File: src/hw/rtl/block_rms_level_meter_assert.svh
// assertion macros for the block rms level meter
`ifndef BLOCK_RMS_LEVEL_METER_ASSERT_SVH
`define BLOCK_RMS_LEVEL_METER_ASSERT_SVH

`ifndef ASSERT_OFF
`define ASSERT_IMPLIES(lbl, ante, cons, msg) \
  lbl: assert property (@(posedge clk) disable iff (!rst_n) (ante) |-> (cons)) \
    else $error(msg);
`define ASSERT_NEXT(lbl, ante, cons, msg) \
  lbl: assert property (@(posedge clk) disable iff (!rst_n) (ante) |=> (cons)) \
    else $error(msg);
`else
`define ASSERT_IMPLIES(lbl, ante, cons, msg)
`define ASSERT_NEXT(lbl, ante, cons, msg)
`endif

`endif

File: src/hw/rtl/brlm_pkg.sv
// shared constants and types for the block rms level meter
package brlm_pkg;

  localparam int MAX_BLOCK  = 512;
  localparam int CNT_W      = $clog2(MAX_BLOCK + 1);
  localparam int SAMPLE_W   = 32;
  localparam int SUM_W      = 64;
  localparam int HALF_W     = SUM_W / 2;
  localparam int LEVEL_W    = 8;
  localparam int SQ_W       = 2 * LEVEL_W;
  localparam int NEED_W     = CNT_W + SQ_W;
  localparam int DIGIT_W    = 4;
  localparam int NUM_DIGITS = SAMPLE_W / DIGIT_W;
  localparam int DIG_CNT_W  = $clog2(NUM_DIGITS);

  typedef enum logic [1:0] {
    ST_IDLE,
    ST_SQUARE,
    ST_ROOT
  } brlm_state_t;

endpackage

File: src/hw/rtl/block_rms_level_meter.sv
// top level of the block rms level meter
// Accumulates the squares of signed 32-bit samples and, at the end of each block (sample
// with tlast set, or the MAX_BLOCK-th sample), emits one word holding the level
// floor(sqrt(mean square)/65536) clamped to 255; the sum saturates at 2^64-1. Each sample
// is accepted, passed through the 4-bit digit-serial squarer and the 64-bit accumulate,
// then checked for block end. Closing a block adds the root search (per level bit a
// square step, then a count multiply and compare) and a load of the output register,
// which waits until it is free. A finished level waits in that register while the next
// samples are accepted.
module block_rms_level_meter (
  input  logic                           clk,
  input  logic                           rst_n,
  input  logic                           in_tvalid,
  output logic                           in_tready,
  input  logic [brlm_pkg::SAMPLE_W-1:0]  in_tdata,  // [31:0] sample
  input  logic                           in_tlast,
  output logic                           out_tvalid,
  input  logic                           out_tready,
  output logic [brlm_pkg::LEVEL_W-1:0]   out_tdata  // [7:0] level
);
  import brlm_pkg::*;

`include "block_rms_level_meter_assert.svh"

  brlm_state_t        state_r, state_nxt;
  logic [CNT_W-1:0]   cnt_r, cnt_nxt;
  logic               last_r, last_nxt;
  logic               out_valid_r, out_valid_nxt;
  logic [LEVEL_W-1:0] out_data_r, out_data_nxt;
  logic [CNT_W-1:0]   cnt_inc;
  logic               close;
  logic               sq_start;
  logic               sq_clr;
  logic               sq_busy;
  logic [SUM_W-1:0]   sq_sum;
  logic               root_start;
  logic               root_busy;
  logic [LEVEL_W-1:0] root_level;

  brlm_sq_acc u_sq_acc (
    .clk    (clk),
    .rst_n  (rst_n),
    .start  (sq_start),
    .clr    (sq_clr),
    .sample (in_tdata),
    .busy   (sq_busy),
    .sum    (sq_sum)
  );

  brlm_root u_root (
    .clk    (clk),
    .rst_n  (rst_n),
    .start  (root_start),
    .sum_hi (sq_sum[SUM_W-1:HALF_W]),
    .count  (cnt_inc),
    .busy   (root_busy),
    .level  (root_level)
  );

  assign cnt_inc = cnt_r + 1'b1;
  assign close   = last_r || (cnt_inc >= CNT_W'(MAX_BLOCK));

  always_ff @(posedge clk) begin
    if (!rst_n) begin
      state_r     <= ST_IDLE;
      cnt_r       <= '0;
      last_r      <= 1'b0;
      out_valid_r <= 1'b0;
    end else begin
      state_r     <= state_nxt;
      cnt_r       <= cnt_nxt;
      last_r      <= last_nxt;
      out_valid_r <= out_valid_nxt;
    end
  end

  always_ff @(posedge clk) begin
    out_data_r <= out_data_nxt;
  end

  always_comb begin
    state_nxt     = state_r;
    cnt_nxt       = cnt_r;
    last_nxt      = last_r;
    out_valid_nxt = out_valid_r & ~out_tready;
    out_data_nxt  = out_data_r;
    sq_start      = 1'b0;
    sq_clr        = 1'b0;
    root_start    = 1'b0;
    case (state_r)
      ST_IDLE: begin
        if (in_tvalid) begin
          sq_start  = 1'b1;
          last_nxt  = in_tlast;
          state_nxt = ST_SQUARE;
        end
      end
      ST_SQUARE: begin
        if (!sq_busy) begin
          if (close) begin
            root_start = 1'b1;
            sq_clr     = 1'b1;
            cnt_nxt    = '0;
            state_nxt  = ST_ROOT;
          end else begin
            cnt_nxt   = cnt_inc;
            state_nxt = ST_IDLE;
          end
        end
      end
      ST_ROOT: begin
        if (!root_busy && (!out_valid_r || out_tready)) begin
          out_valid_nxt = 1'b1;
          out_data_nxt  = root_level;
          state_nxt     = ST_IDLE;
        end
      end
      default: begin
        state_nxt = ST_IDLE;
      end
    endcase
  end

  assign in_tready  = (state_r == ST_IDLE);
  assign out_tvalid = out_valid_r;
  assign out_tdata  = out_data_r;

  `ASSERT_IMPLIES(a_cnt_range, 1'b1, cnt_r < CNT_W'(MAX_BLOCK), "sample count out of range")
  `ASSERT_IMPLIES(a_units_exclusive, sq_busy, !root_busy, "squarer and root search overlap")
  `ASSERT_NEXT(a_sum_cleared, root_start, sq_sum == '0, "sum not cleared at block end")
  `ASSERT_NEXT(a_accept_starts, in_tvalid && in_tready, sq_busy, "accepted word not squared")

endmodule

File: src/hw/rtl/brlm_sq_acc.sv
// digit-serial squarer with saturating sum-of-squares accumulator
module brlm_sq_acc (
  input  logic                          clk,
  input  logic                          rst_n,
  input  logic                          start,
  input  logic                          clr,
  input  logic [brlm_pkg::SAMPLE_W-1:0] sample,
  output logic                          busy,
  output logic [brlm_pkg::SUM_W-1:0]    sum
);
  import brlm_pkg::*;

  logic [SAMPLE_W-1:0]         magnitude;
  logic [SAMPLE_W-1:0]         mcand_r;
  logic [SAMPLE_W-1:0]         digits_r;
  logic [SUM_W-1:0]            prod_r;
  logic [SUM_W-1:0]            sum_r;
  logic [DIG_CNT_W-1:0]        dig_cnt_r;
  logic                        mul_r;
  logic                        add_r;
  logic [SAMPLE_W+DIGIT_W-1:0] pp;
  logic [SUM_W:0]              acc_sum;

  // two's complement magnitude, most negative value maps to 2^31 unsigned
  assign magnitude = sample[SAMPLE_W-1] ? (~sample + 1'b1) : sample;
  assign pp        = mcand_r * digits_r[SAMPLE_W-1 -: DIGIT_W];
  assign acc_sum   = {1'b0, sum_r} + {1'b0, prod_r};

  always_ff @(posedge clk) begin
    if (!rst_n) begin
      mul_r     <= 1'b0;
      add_r     <= 1'b0;
      dig_cnt_r <= '0;
      sum_r     <= '0;
    end else begin
      if (start) begin
        mcand_r   <= magnitude;
        digits_r  <= magnitude;
        prod_r    <= '0;
        dig_cnt_r <= '0;
        mul_r     <= 1'b1;
      end else if (mul_r) begin
        prod_r    <= {prod_r[SUM_W-DIGIT_W-1:0], {DIGIT_W{1'b0}}} + SUM_W'(pp);
        digits_r  <= digits_r << DIGIT_W;
        dig_cnt_r <= dig_cnt_r + 1'b1;
        if (dig_cnt_r == DIG_CNT_W'(NUM_DIGITS - 1)) begin
          mul_r <= 1'b0;
          add_r <= 1'b1;
        end
      end
      if (add_r) begin
        sum_r <= acc_sum[SUM_W] ? {SUM_W{1'b1}} : acc_sum[SUM_W-1:0];
        add_r <= 1'b0;
      end
      if (clr) begin
        sum_r <= '0;
      end
    end
  end

  assign busy = mul_r | add_r;
  assign sum  = sum_r;

endmodule

File: src/hw/rtl/brlm_root.sv
// bitwise root search for the block level, each bit a square step and then a compare step
module brlm_root (
  input  logic                         clk,
  input  logic                         rst_n,
  input  logic                         start,
  input  logic [brlm_pkg::HALF_W-1:0]  sum_hi,
  input  logic [brlm_pkg::CNT_W-1:0]   count,
  output logic                         busy,
  output logic [brlm_pkg::LEVEL_W-1:0] level
);
  import brlm_pkg::*;

  logic [HALF_W-1:0]  hi_r;
  logic [CNT_W-1:0]   cnt_r;
  logic [LEVEL_W-1:0] lv_r;
  logic [LEVEL_W-1:0] bit_r;
  logic [SQ_W-1:0]    sq_r;
  logic               cmp_r;
  logic               busy_r;
  logic [LEVEL_W-1:0] trial;
  logic [NEED_W-1:0]  need;
  logic               fits;

  assign trial = lv_r | bit_r;
  assign need  = cnt_r * sq_r;
  assign fits  = HALF_W'(need) <= hi_r;

  always_ff @(posedge clk) begin
    if (!rst_n) begin
      busy_r <= 1'b0;
      cmp_r  <= 1'b0;
    end else begin
      if (start) begin
        hi_r   <= sum_hi;
        cnt_r  <= count;
        lv_r   <= '0;
        bit_r  <= {1'b1, {(LEVEL_W-1){1'b0}}};
        cmp_r  <= 1'b0;
        busy_r <= 1'b1;
      end else if (busy_r) begin
        if (!cmp_r) begin
          sq_r  <= {{LEVEL_W{1'b0}}, trial} * {{LEVEL_W{1'b0}}, trial};
          cmp_r <= 1'b1;
        end else begin
          if (fits) begin
            lv_r <= trial;
          end
          bit_r <= bit_r >> 1;
          cmp_r <= 1'b0;
          if (bit_r[0]) begin
            busy_r <= 1'b0;
          end
        end
      end
    end
  end

  assign busy  = busy_r;
  assign level = lv_r;

endmodule

File: config.mk
export PLATFORM = sky130hd
export DESIGN_NAME = block_rms_level_meter
export DESIGN_NICKNAME = d
export VERILOG_FILES = /design/src/hw/rtl/brlm_pkg.sv /design/src/hw/rtl/block_rms_level_meter.sv /design/src/hw/rtl/brlm_sq_acc.sv /design/src/hw/rtl/brlm_root.sv
export VERILOG_INCLUDE_DIRS = /design/src /design/src/hw/rtl
export SDC_FILE = /design/constraint.sdc
export NUM_CORES = 1
export LEC_CHECK = 0
export BUFFER_PORTS_ARGS = -buffer_cell sky130_fd_sc_hd__buf_4
export CAP_MARGIN = 20
export CELL_PAD_IN_SITES_DETAIL_PLACEMENT = 0
export CELL_PAD_IN_SITES_GLOBAL_PLACEMENT = 1
export CORE_MARGIN = 4
export CORE_UTILIZATION = 31
export CTS_BUF_LIST = sky130_fd_sc_hd__clkbuf_4 sky130_fd_sc_hd__clkbuf_8
export DETAILED_ROUTE_END_ITERATION = 8
export PLACE_DENSITY_LB_ADDON = 0.08
export SLEW_MARGIN = 20
export SYNTH_ARGS = -nofsm -noshare
export SYNTH_HDL_FRONTEND = slang
export SYNTH_SLANG_ARGS = --single-unit
File: constraint.sdc
create_clock -name clk -period 17.4 [get_ports clk]
set_clock_uncertainty 0.15 [all_clocks]
set_input_delay 1.74 -clock clk [delete_from_list [all_inputs] [get_ports clk]]
set_output_delay 1.74 -clock clk [all_outputs]
set_load 0.02 [all_outputs]
# == After elaboration in Yosys (flattened, before gate mapping) ==
# Index checks and enable logic that the tools add are counted.
# word_totals
ff_bits,295
in_bits,37
output_inout_bits,10
elab_cells,100
# op_classes
n_addsub,5
mul,3
order_cmp,2
eq_ne,6
mux,32
n_bitwise,10
reduce_logical,23
# ops
cell,n
2-to-1 mux 64 bit,2
2-to-1 mux 32 bit,3
adder 64 x 64 -> 65 bit,1
adder 64 x 36 -> 64 bit,1
2-to-1 mux 8 bit,5
multiplier 32 x 4 -> 36 bit,1
"adder 32 x 1 -> 32 bit, second input constant",1
less-or-equal comparator 26 x 32 -> 1 bit,1
inverter 32 bit,1
multiplier 10 x 16 -> 26 bit,1
multiplier 8 x 8 -> 16 bit,1
2-to-1 mux 1 bit,16
AND reduction 2 bit,6
"adder 10 x 1 -> 10 bit, second input constant",1
"greater-or-equal comparator 10 bit, second input constant",1
2-to-1 mux 10 bit,1
2-to-1 mux 2 bit,4
bitwise OR 8 bit,1
AND reduction 4 bit,2
nonzero test 2 bit,4
"inequality test 2 bit, second input constant",3
inverter 1 bit,6
one-hot mux 2 bit (3 select lines),1
AND reduction 3 bit,2
12 further kinds,15

# == Longest topological paths before layout ==
# Gate-level depths: netlist of run 1.
# logic_depth
word_depth,8
depth_mapped,30

# == Modules after synthesis ==
# From an unflattened synthesis of run 1, not the netlist that was laid out.
# unflattened
hier_cells,2864
hier_area_um2,27247.4
# modules_own_cells
module,n_inst,cells_per_inst,area_each_um2,seq_area_each_um2
brlm_sq_acc,1,1824,16721.0,5225.0
brlm_root,1,943,9450.3,2232.1
block_rms_level_meter,1,97,1076.0,520.5

# == Worst setup path after synthesis of run 1 ==
# No wires, ideal clock.
# synth_timing
path_type,register to register
startpoint,register u_root.cnt_r[3]
endpoint,"register u_root.lv_r[0], in the netlist u_root.level[0] (enable)"
arrival_ps,6843
required_ps,16880
path_slack_ps,10037
stages_incl_launch_ff,27
n_path_buf,1
cell_sequence,edfxtp_1 clkbuf_1 nand2_1 fa_1 inv_1 fa_1 fa_1 fa_1 inv_1 fa_1 inv_1 ha_1 a21o_1 a21oi_1 o21ai_0 o311a_1 a221o_1 a221o_1 a21oi_1 xnor2_1 ha_1 nand4_1 nor4_1 nand3_1 nand2_1 o31ai_1 nor2_1
# synth_via
elab_chain_cells,4
# synth_lines
item,line_no,text
"start, declared",brlm_root.sv:14,logic [CNT_W-1:0] cnt_r;
"start signal, assigned",brlm_root.sv:35,cnt_r <= count;
multiplier 10 x 16 -> 26 bit,brlm_root.sv:25,assign need = cnt_r * sq_r;
less-or-equal comparator 26 x 32 -> 1 bit,brlm_root.sv:26,assign fits = HALF_W'(need) <= hi_r;
nonzero test 2 bit (no line),n/a,
AND reduction 4 bit (no line),n/a,
"end signal, assigned",brlm_root.sv:46,lv_r <= trial;
"end, declared",brlm_root.sv:15,logic [LEVEL_W-1:0] lv_r;
# Every way passes these cells.
# A chain may end at the register's enable or synchronous reset.

# == Worst setup path in the final report of run 1 ==
# layout_timing
startpoint,register u_root.cnt_r[3]
endpoint,"register u_root.lv_r[6], in the netlist u_root.level[6] (enable)"
# Same word-level chain as after synthesis.

==> impl_metrics.tcl, run 1 <==
set metrics [dict create \
    grt_max_degree 70 \
    powerDensity_nw_per_um2 104 \
    maxSlewHeadroom_pct 25.6 \
    p_sw_share_pct 38.1 \
    synthArstFlopShare_pct 0 \
    fillers 8722 \
    post-route-util_pct 34.7 \
    post-dp-hpwl_um 54800 \
    grt_pass1_wl_um 111000 \
    antenna_found_initial 1 \
    worstPathMaxFanout 15 \
    drv_cap 0 \
    crit_start "u_root.cnt_r[3]" \
    hp-class "flip-flop to flip-flop" \
    clkSinkCount 294 \
    initial_core_util_pct 31.2 \
    ys_seq_area_share_pct 30.0 \
    drive_gt1_share_pct 8.91 \
    groute.usage.overall_pct 15.2 \
    path_common_cell "fa_1" \
    yosysWarnings 0 \
    pwr-share-comb_pct 42.7 \
    die_y_um 301 \
    drcViolationCount 0 \
    ctsResizeCount 0 \
    worstSetupPathType "flip-flop to flip-flop" \
    via_per_inst 4.84 \
    postLayoutSetupSlackWorst_ps 9090 \
    register_area_um2 7980 \
    placed_area_um2 28100 \
    numCtsBuffers 59 \
    finalPower_mw 3.07 \
    final_area_um2 29500 \
    io_buffers 46 \
    seqPwrFrac_pct 29.8 \
    syn-instance-count 2807 \
    crit_required_ps 17530 \
    pwr-share-clk_pct 27.5 \
    period_minus_slack_ps 8310 \
    clk_latency_ps 660 \
    post_cts_buffers 0 \
    detail_route.iter0.violations 816 \
    synth_edf_count 209 \
    syn_avg_cell_area_um2 9.46 \
    area_growth_pct 11.0 \
    fin_crit_sh_pct 47.8 \
    slowest_stage "edfxtp_1" \
    htreeDepth 2 \
    cell_internal_pwr_mw 1.90 \
    hold-worst-slack_ps 311 \
    clk_path_buf_depth 3 \
    final.setup.tns_ps 0 \
    crit_path_max_incr_delay_ps 700 \
    arrival_ps 8440 \
    io_pins 47 \
    ir_drop_uv 59.1 \
    totalWireLength_um 68200 \
    gp_congestion 0.832 \
    grt_setup_unrepaired "no" \
    netlist_area_um2 26600 \
    multi_input_area_um2 17100 \
    dr.pass1.iters 5 \
    start_kind "flip-flop" \
    post-place-cells 3915 \
    worstReg2RegStart "u_root.cnt_r[3]" \
    min-delay-start "u_sq_acc.sum[63]" \
    rows 107 \
    wire_per_inst_um 16.9 \
    end_kind "flip-flop" \
    core_area_um2 85000 \
    dr_total_vias 19500 \
    synthDistinctLibCells 79 \
    path_clk_slew_ps 60 \
    cts_hold_buf 0 \
    die_w_um 301 \
    cts-root-buf "clkbuf_8" \
    ant_nets 0 \
    p_leak_nw 12.9 \
    fin_nets 3316 \
    layoutNonFillerInstCount 4029 \
    die_area_um2 90400 \
    worstMarginPinSlew_ps 1120 \
    ys_ff_latch 294 \
    grt-ovfl-total 0 \
    status "completed" \
    max_freq_ghz 0.120 \
    grt_pass1_vias 20400 \
    p_switching_mw 1.17 \
    slew_violations 0 \
    setup_viol 0 \
    cts_tree "done" \
    ys.flop_type "edfxtp_1" \
    post-place-ws_ps 9010 \
    hold_viol_final 0 \
]
==> cells by family after synthesis <==
logic type	synth area share (%)
simple gates	16.2
mux	0.118
buf+inv	5.59
compound gates	14.3
other cells	0.0283
fa+ha+maj	27.3
flops	30.0
xor+xnor	6.46
==> cells in the mapped netlist (all sizes together) (14+ instances only) <==
cell type / n / area [um^2]
inv: 276 / 1040
edfxtp: 209 / 6280
a21oi: 190 / 1180
o21ai: 148 / 741
nor2b: 24 / 150
nor2: 191 / 717
or3: 15 / 93.8
a21o: 86 / 646
o21a: 19 / 143
and2: 129 / 807
o31ai: 16 / 130
nand2b: 18 / 113
xor2: 70 / 613
nand3: 28 / 140
nand4: 33 / 206
nand2: 382 / 1430
buf: 14 / 110
xnor2: 126 / 1100
clkbuf: 89 / 338
nor3: 33 / 170
dfxtp: 85 / 1700
o21bai: 19 / 143
ha: 225 / 2820
and3: 24 / 150
fa: 222 / 4440
==> per-layer routing <==
layer / share of wire [%] / routed length [um] / up-vias / global-route usage [%]
met5: 0 / 0 / - / 0
met4: 2.9 / 1960 / 0 / 4.65
met3: 2.5 / 1730 / 100 / 1.80
met2: 50 / 34100 / 227 / 26.7
met1: 45 / 30400 / 9591 / 19.5
li1: - / - / 9580 / -
==> state kept, by name, summed over array words and instances (netlist names), 3 cells and up <==
| signal | cells |
|---|---|
| u_root.sq_r | 15 |
| u_sq_acc.mcand_r | 32 |
| u_root.cnt_r | 10 |
| out_tdata | 8 |
| u_root.level | 8 |
| u_sq_acc.dig_cnt_r | 3 |
| u_sq_acc.digits_r | 32 |
| u_sq_acc.sum | 64 |
| u_sq_acc.prod_r | 64 |
| u_root.hi_r | 32 |
| cnt_r | 10 |
| u_root.bit_r | 8 |
==> critical path, delay by kind of cell (launching register included) <==
family                     cells  cell delay [ps]
AOI/OAI and AO/OA              8             1940
xor gates and xnor gates       1              100
adders and majority gates      7             3250
buffers and inverters          3              150
DFF                            1              700
and+or+nand+nor                6             1620
==> power groups by stage <==
| stage | Combinational, mW | Clock, mW | Sequential [mW] |
|---|---|---|---|
| 6_report | 1.31 | 0.844 | 0.917 |
| 5_1_grt | 1.50 | 0.909 | 0.927 |
| 4_1_cts | 1.34 | 0.878 | 0.920 |
| 3_5_place_dp | 1.33 | 0 | 0.934 |
| 3_3_place_gp | 1.33 | 0 | 0.933 |
| 2_1_floorplan | 1.04 | 0 | 0.896 |
==> cell usage in the layout (no fill, tap or decap), drive strengths merged, types with 28 or more instances in the layout <==
master	n
clkbuf	80
xor2	70
ha	225
nor2	191
inv	277
edfxtp	209
nand3	28
nand2	382
and2	129
xnor2	126
a21oi	190
dfxtp	85
nand4	33
a21o	86
nor3	33
buf	62
o21ai	148
fa	222
==> final cells by class <==
| class | count | share of cell area (%) |
|---|---|---|
| multi-input combinational | 2139 | 58.2 |
| sequential | 294 | 27.1 |
| inverter | 276 | 3.52 |
| timing repair buffer | 62 | 1.58 |
| antenna | 2 | 0.0170 |
| tap | 1144 | 4.86 |
| clock buffer | 80 | 3.44 |
| clock inverter | 32 | 1.35 |
==> final timing paths <==
path	to	slack (ps)	depth (start not counted)
hold reg to reg	u_root.hi_r[31]	310	0
hold / removal	u_root.hi_r[31]	310	0
setup / recovery	u_root.level[6]	9090	25
setup reg to reg	u_root.level[6]	9090	25
No activity file was read; power rests on OpenSTA's default activity.
==> inputs of run 2 (changes only) <==
- ABC_AREA: unset -> 1
- clock period: 17.4 -> 6.9 ns (I/O delays scaled with it)
==> impl_metrics.tcl, run 2 <==
set metrics [dict create \
    status "completed" \
    grt-ovfl-total 0 \
    powerDensity_nw_per_um2 249 \
    synth_area_leaders "edfxtp_1 20%, nand2_1 16%, fa_1 14%" \
    grt_pass1_vias 26100 \
    ys.flop_type "edfxtp_1" \
    numCtsBuffers 58 \
    max_freq_ghz 0.154 \
    post-route-util_pct 34.9 \
    synth_top_family_by_area "simple AND/OR/NAND/NOR gates" \
    p_sw_share_pct 47.0 \
    rows 115 \
    path_clk_slew_ps 60 \
    antenna_found_initial 1 \
    fin_crit_sh_pct 94.3 \
    p_switching_mw 4.02 \
    dr_total_vias 26700 \
    gp_congestion 0.868 \
    synth_compound_area_share_pct 7.11 \
    die_area_um2 105000 \
    end_kind "flip-flop" \
    synth_xor_area_share_pct 2.86 \
    hp-class "primary input to flip-flop" \
    most-common-layout-cells "1334 x nand2_1, 915 x inv_1, 452 x nor2_1" \
    die_y_um 324 \
    ys_seq_area_share_pct 25.8 \
    period_minus_slack_ps 6510 \
    timing.reg2reg.setup_slack_ps 390 \
    final.setup.tns_ps 0 \
    fillers 10900 \
    drv_cap 0 \
    slowest_stage "fa_1" \
    area_growth_pct 11.5 \
    p_leak_nw 18.2 \
    worstPathMaxFanout 8 \
    htreeDepth 2 \
    path_common_cell "fa_1" \
    io_buffers 46 \
    crit_required_ps 7150 \
    clkSinkCount 294 \
    io_pins 47 \
    register_area_um2 7980 \
    drive_gt1_share_pct 6.48 \
    yosysWarnings 0 \
    synth_fa_ha_area_share_pct 23.5 \
    setup_viol 0 \
    totalWireLength_um 105000 \
    worstMarginPinSlew_ps 845 \
    maxSlewHeadroom_pct 43.7 \
    synth_top_area_share_pct 20.3 \
    ir_drop_uv 154 \
    syn-instance-count 4387 \
    clk_latency_ps 700 \
    postLayoutSetupSlackWorst_ps 393 \
    yosys-top-cells-count "1336 x nand2_1, 916 x inv_1, 455 x nor2_1, 225 x ha_1, 222 x fa_1" \
    pwr-share-comb_pct 50.0 \
    ys_ff_latch 294 \
    synthMuxAreaShare_pct 0 \
    grt_max_degree 56 \
    hold_viol_final 0 \
    slew_violations 0 \
    via_per_inst 4.57 \
    netlist_area_um2 30900 \
    seqPwrFrac_pct 28.3 \
    drcViolationCount 0 \
    synthArstFlopShare_pct 0 \
    synthDistinctLibCells 49 \
    multi_input_area_um2 19200 \
    wire_per_inst_um 17.9 \
    syn_avg_cell_area_um2 7.04 \
    yosys.area_share.simple_pct 28.3 \
    ant_nets 0 \
    detail_route.iter0.violations 1686 \
    post-place-ws_ps 129 \
    die_w_um 324 \
    core_area_um2 98600 \
    fin_nets 4987 \
    cts-root-buf "clkbuf_8" \
    synth_edf_count 209 \
    cell_internal_pwr_mw 4.54 \
    dr.pass1.iters 7 \
    crit_path_max_incr_delay_ps 550 \
    arrival_ps 6750 \
    groute.usage.overall_pct 19.9 \
    clk_path_buf_depth 3 \
    hold-worst-slack_ps 165 \
    post-dp-hpwl_um 86900 \
    mostFrequentLayoutCell "nand2_1" \
    grt_pass1_wl_um 159000 \
    cts_tree "done" \
    pwr-share-clk_pct 21.6 \
    yosysMostFrequentCell "nand2_1" \
    synth_area_leader_cell "edfxtp_1" \
    initial_core_util_pct 31.3 \
    worstSetupPathType "flip-flop to flip-flop" \
    start_kind "flip-flop" \
]
==> run 2: layer usage <==
layer	share of wire (%)	GRT usage [%]	up-vias
li1	-	-	13800
met1	47	27.2	12400
met2	48	34.1	395
met3	3.1	1.82	95
met4	2.3	4.98	0
met5	0	0	-
==> run 2: cell families after synthesis <==
kind of cell	after synthesis
other	2
buffers and inverters	1005
flip-flops	294
AO/OA/AOI/OAI	393
AND/OR/NAND/NOR	2145
adder cells (fa/ha/maj)	447
XOR/XNOR	101
==> run 2: critical path, delay by kind of cell, from the launching register on <==
kind / cells / cell delay, ps
AOI/OAI and AO/OA: 5 / 730
xor gates and xnor gates: 1 / 160
adders and majority gates: 7 / 3260
buffers and inverters: 7 / 780
DFF: 1 / 480
and+or+nand+nor: 7 / 660
==> run 2: cell type report <==
class                   instances  share of cell area, %
repair buffers                132                   2.90
diodes                          1                0.00727
flip-flops and latches        294                   23.2
clock buffers                  72                   2.66
well taps                    1287                   4.68
inverters                     924                   10.1
clock inverters                37                  0.745
multi-input cells            3093                   55.8
==> run 2: power groups by stage <==
stage          Combinational, mW  Clock, mW  Sequential, mW
4_1_cts                     4.30       1.92            2.45
5_1_grt                     4.88       1.99            2.45
3_3_place_gp                4.30          0            2.49
3_5_place_dp                4.27          0            2.49
6_report                    4.28       1.85            2.42
2_1_floorplan               3.02          0            2.29
==> run 2: final timing paths <==
kind | from | to | cells past startpoint
setup / recovery | u_root.sq_r[5] | u_root.level[3] | 27
setup reg to reg | u_root.sq_r[5] | u_root.level[3] | 27
hold / removal | out_tready | out_tvalid | 4
hold reg to reg | u_sq_acc.dig_cnt_r[1] | u_sq_acc.dig_cnt_r[1] | 2
==> run 2: stage by stage <==
stage	std cells	power (mW)	cell area [um^2]
detailed placement	5688	6.76	32900
floorplan	4392	5.31	30900
global route	5840	9.32	34400
global placement	5688	6.79	32900
CTS	5799	8.67	34100
finish	5840	8.56	34400
==> run 2: what timing repair did <==
action | 4_1_cts | 5_1_grt
hold endpoints to repair | 2 | 0
endpoints found under the setup margin | 0 | 8
hold buffers | 2 | 0
setup buffers | 0 | 40
gates resized for setup | 0 | 17
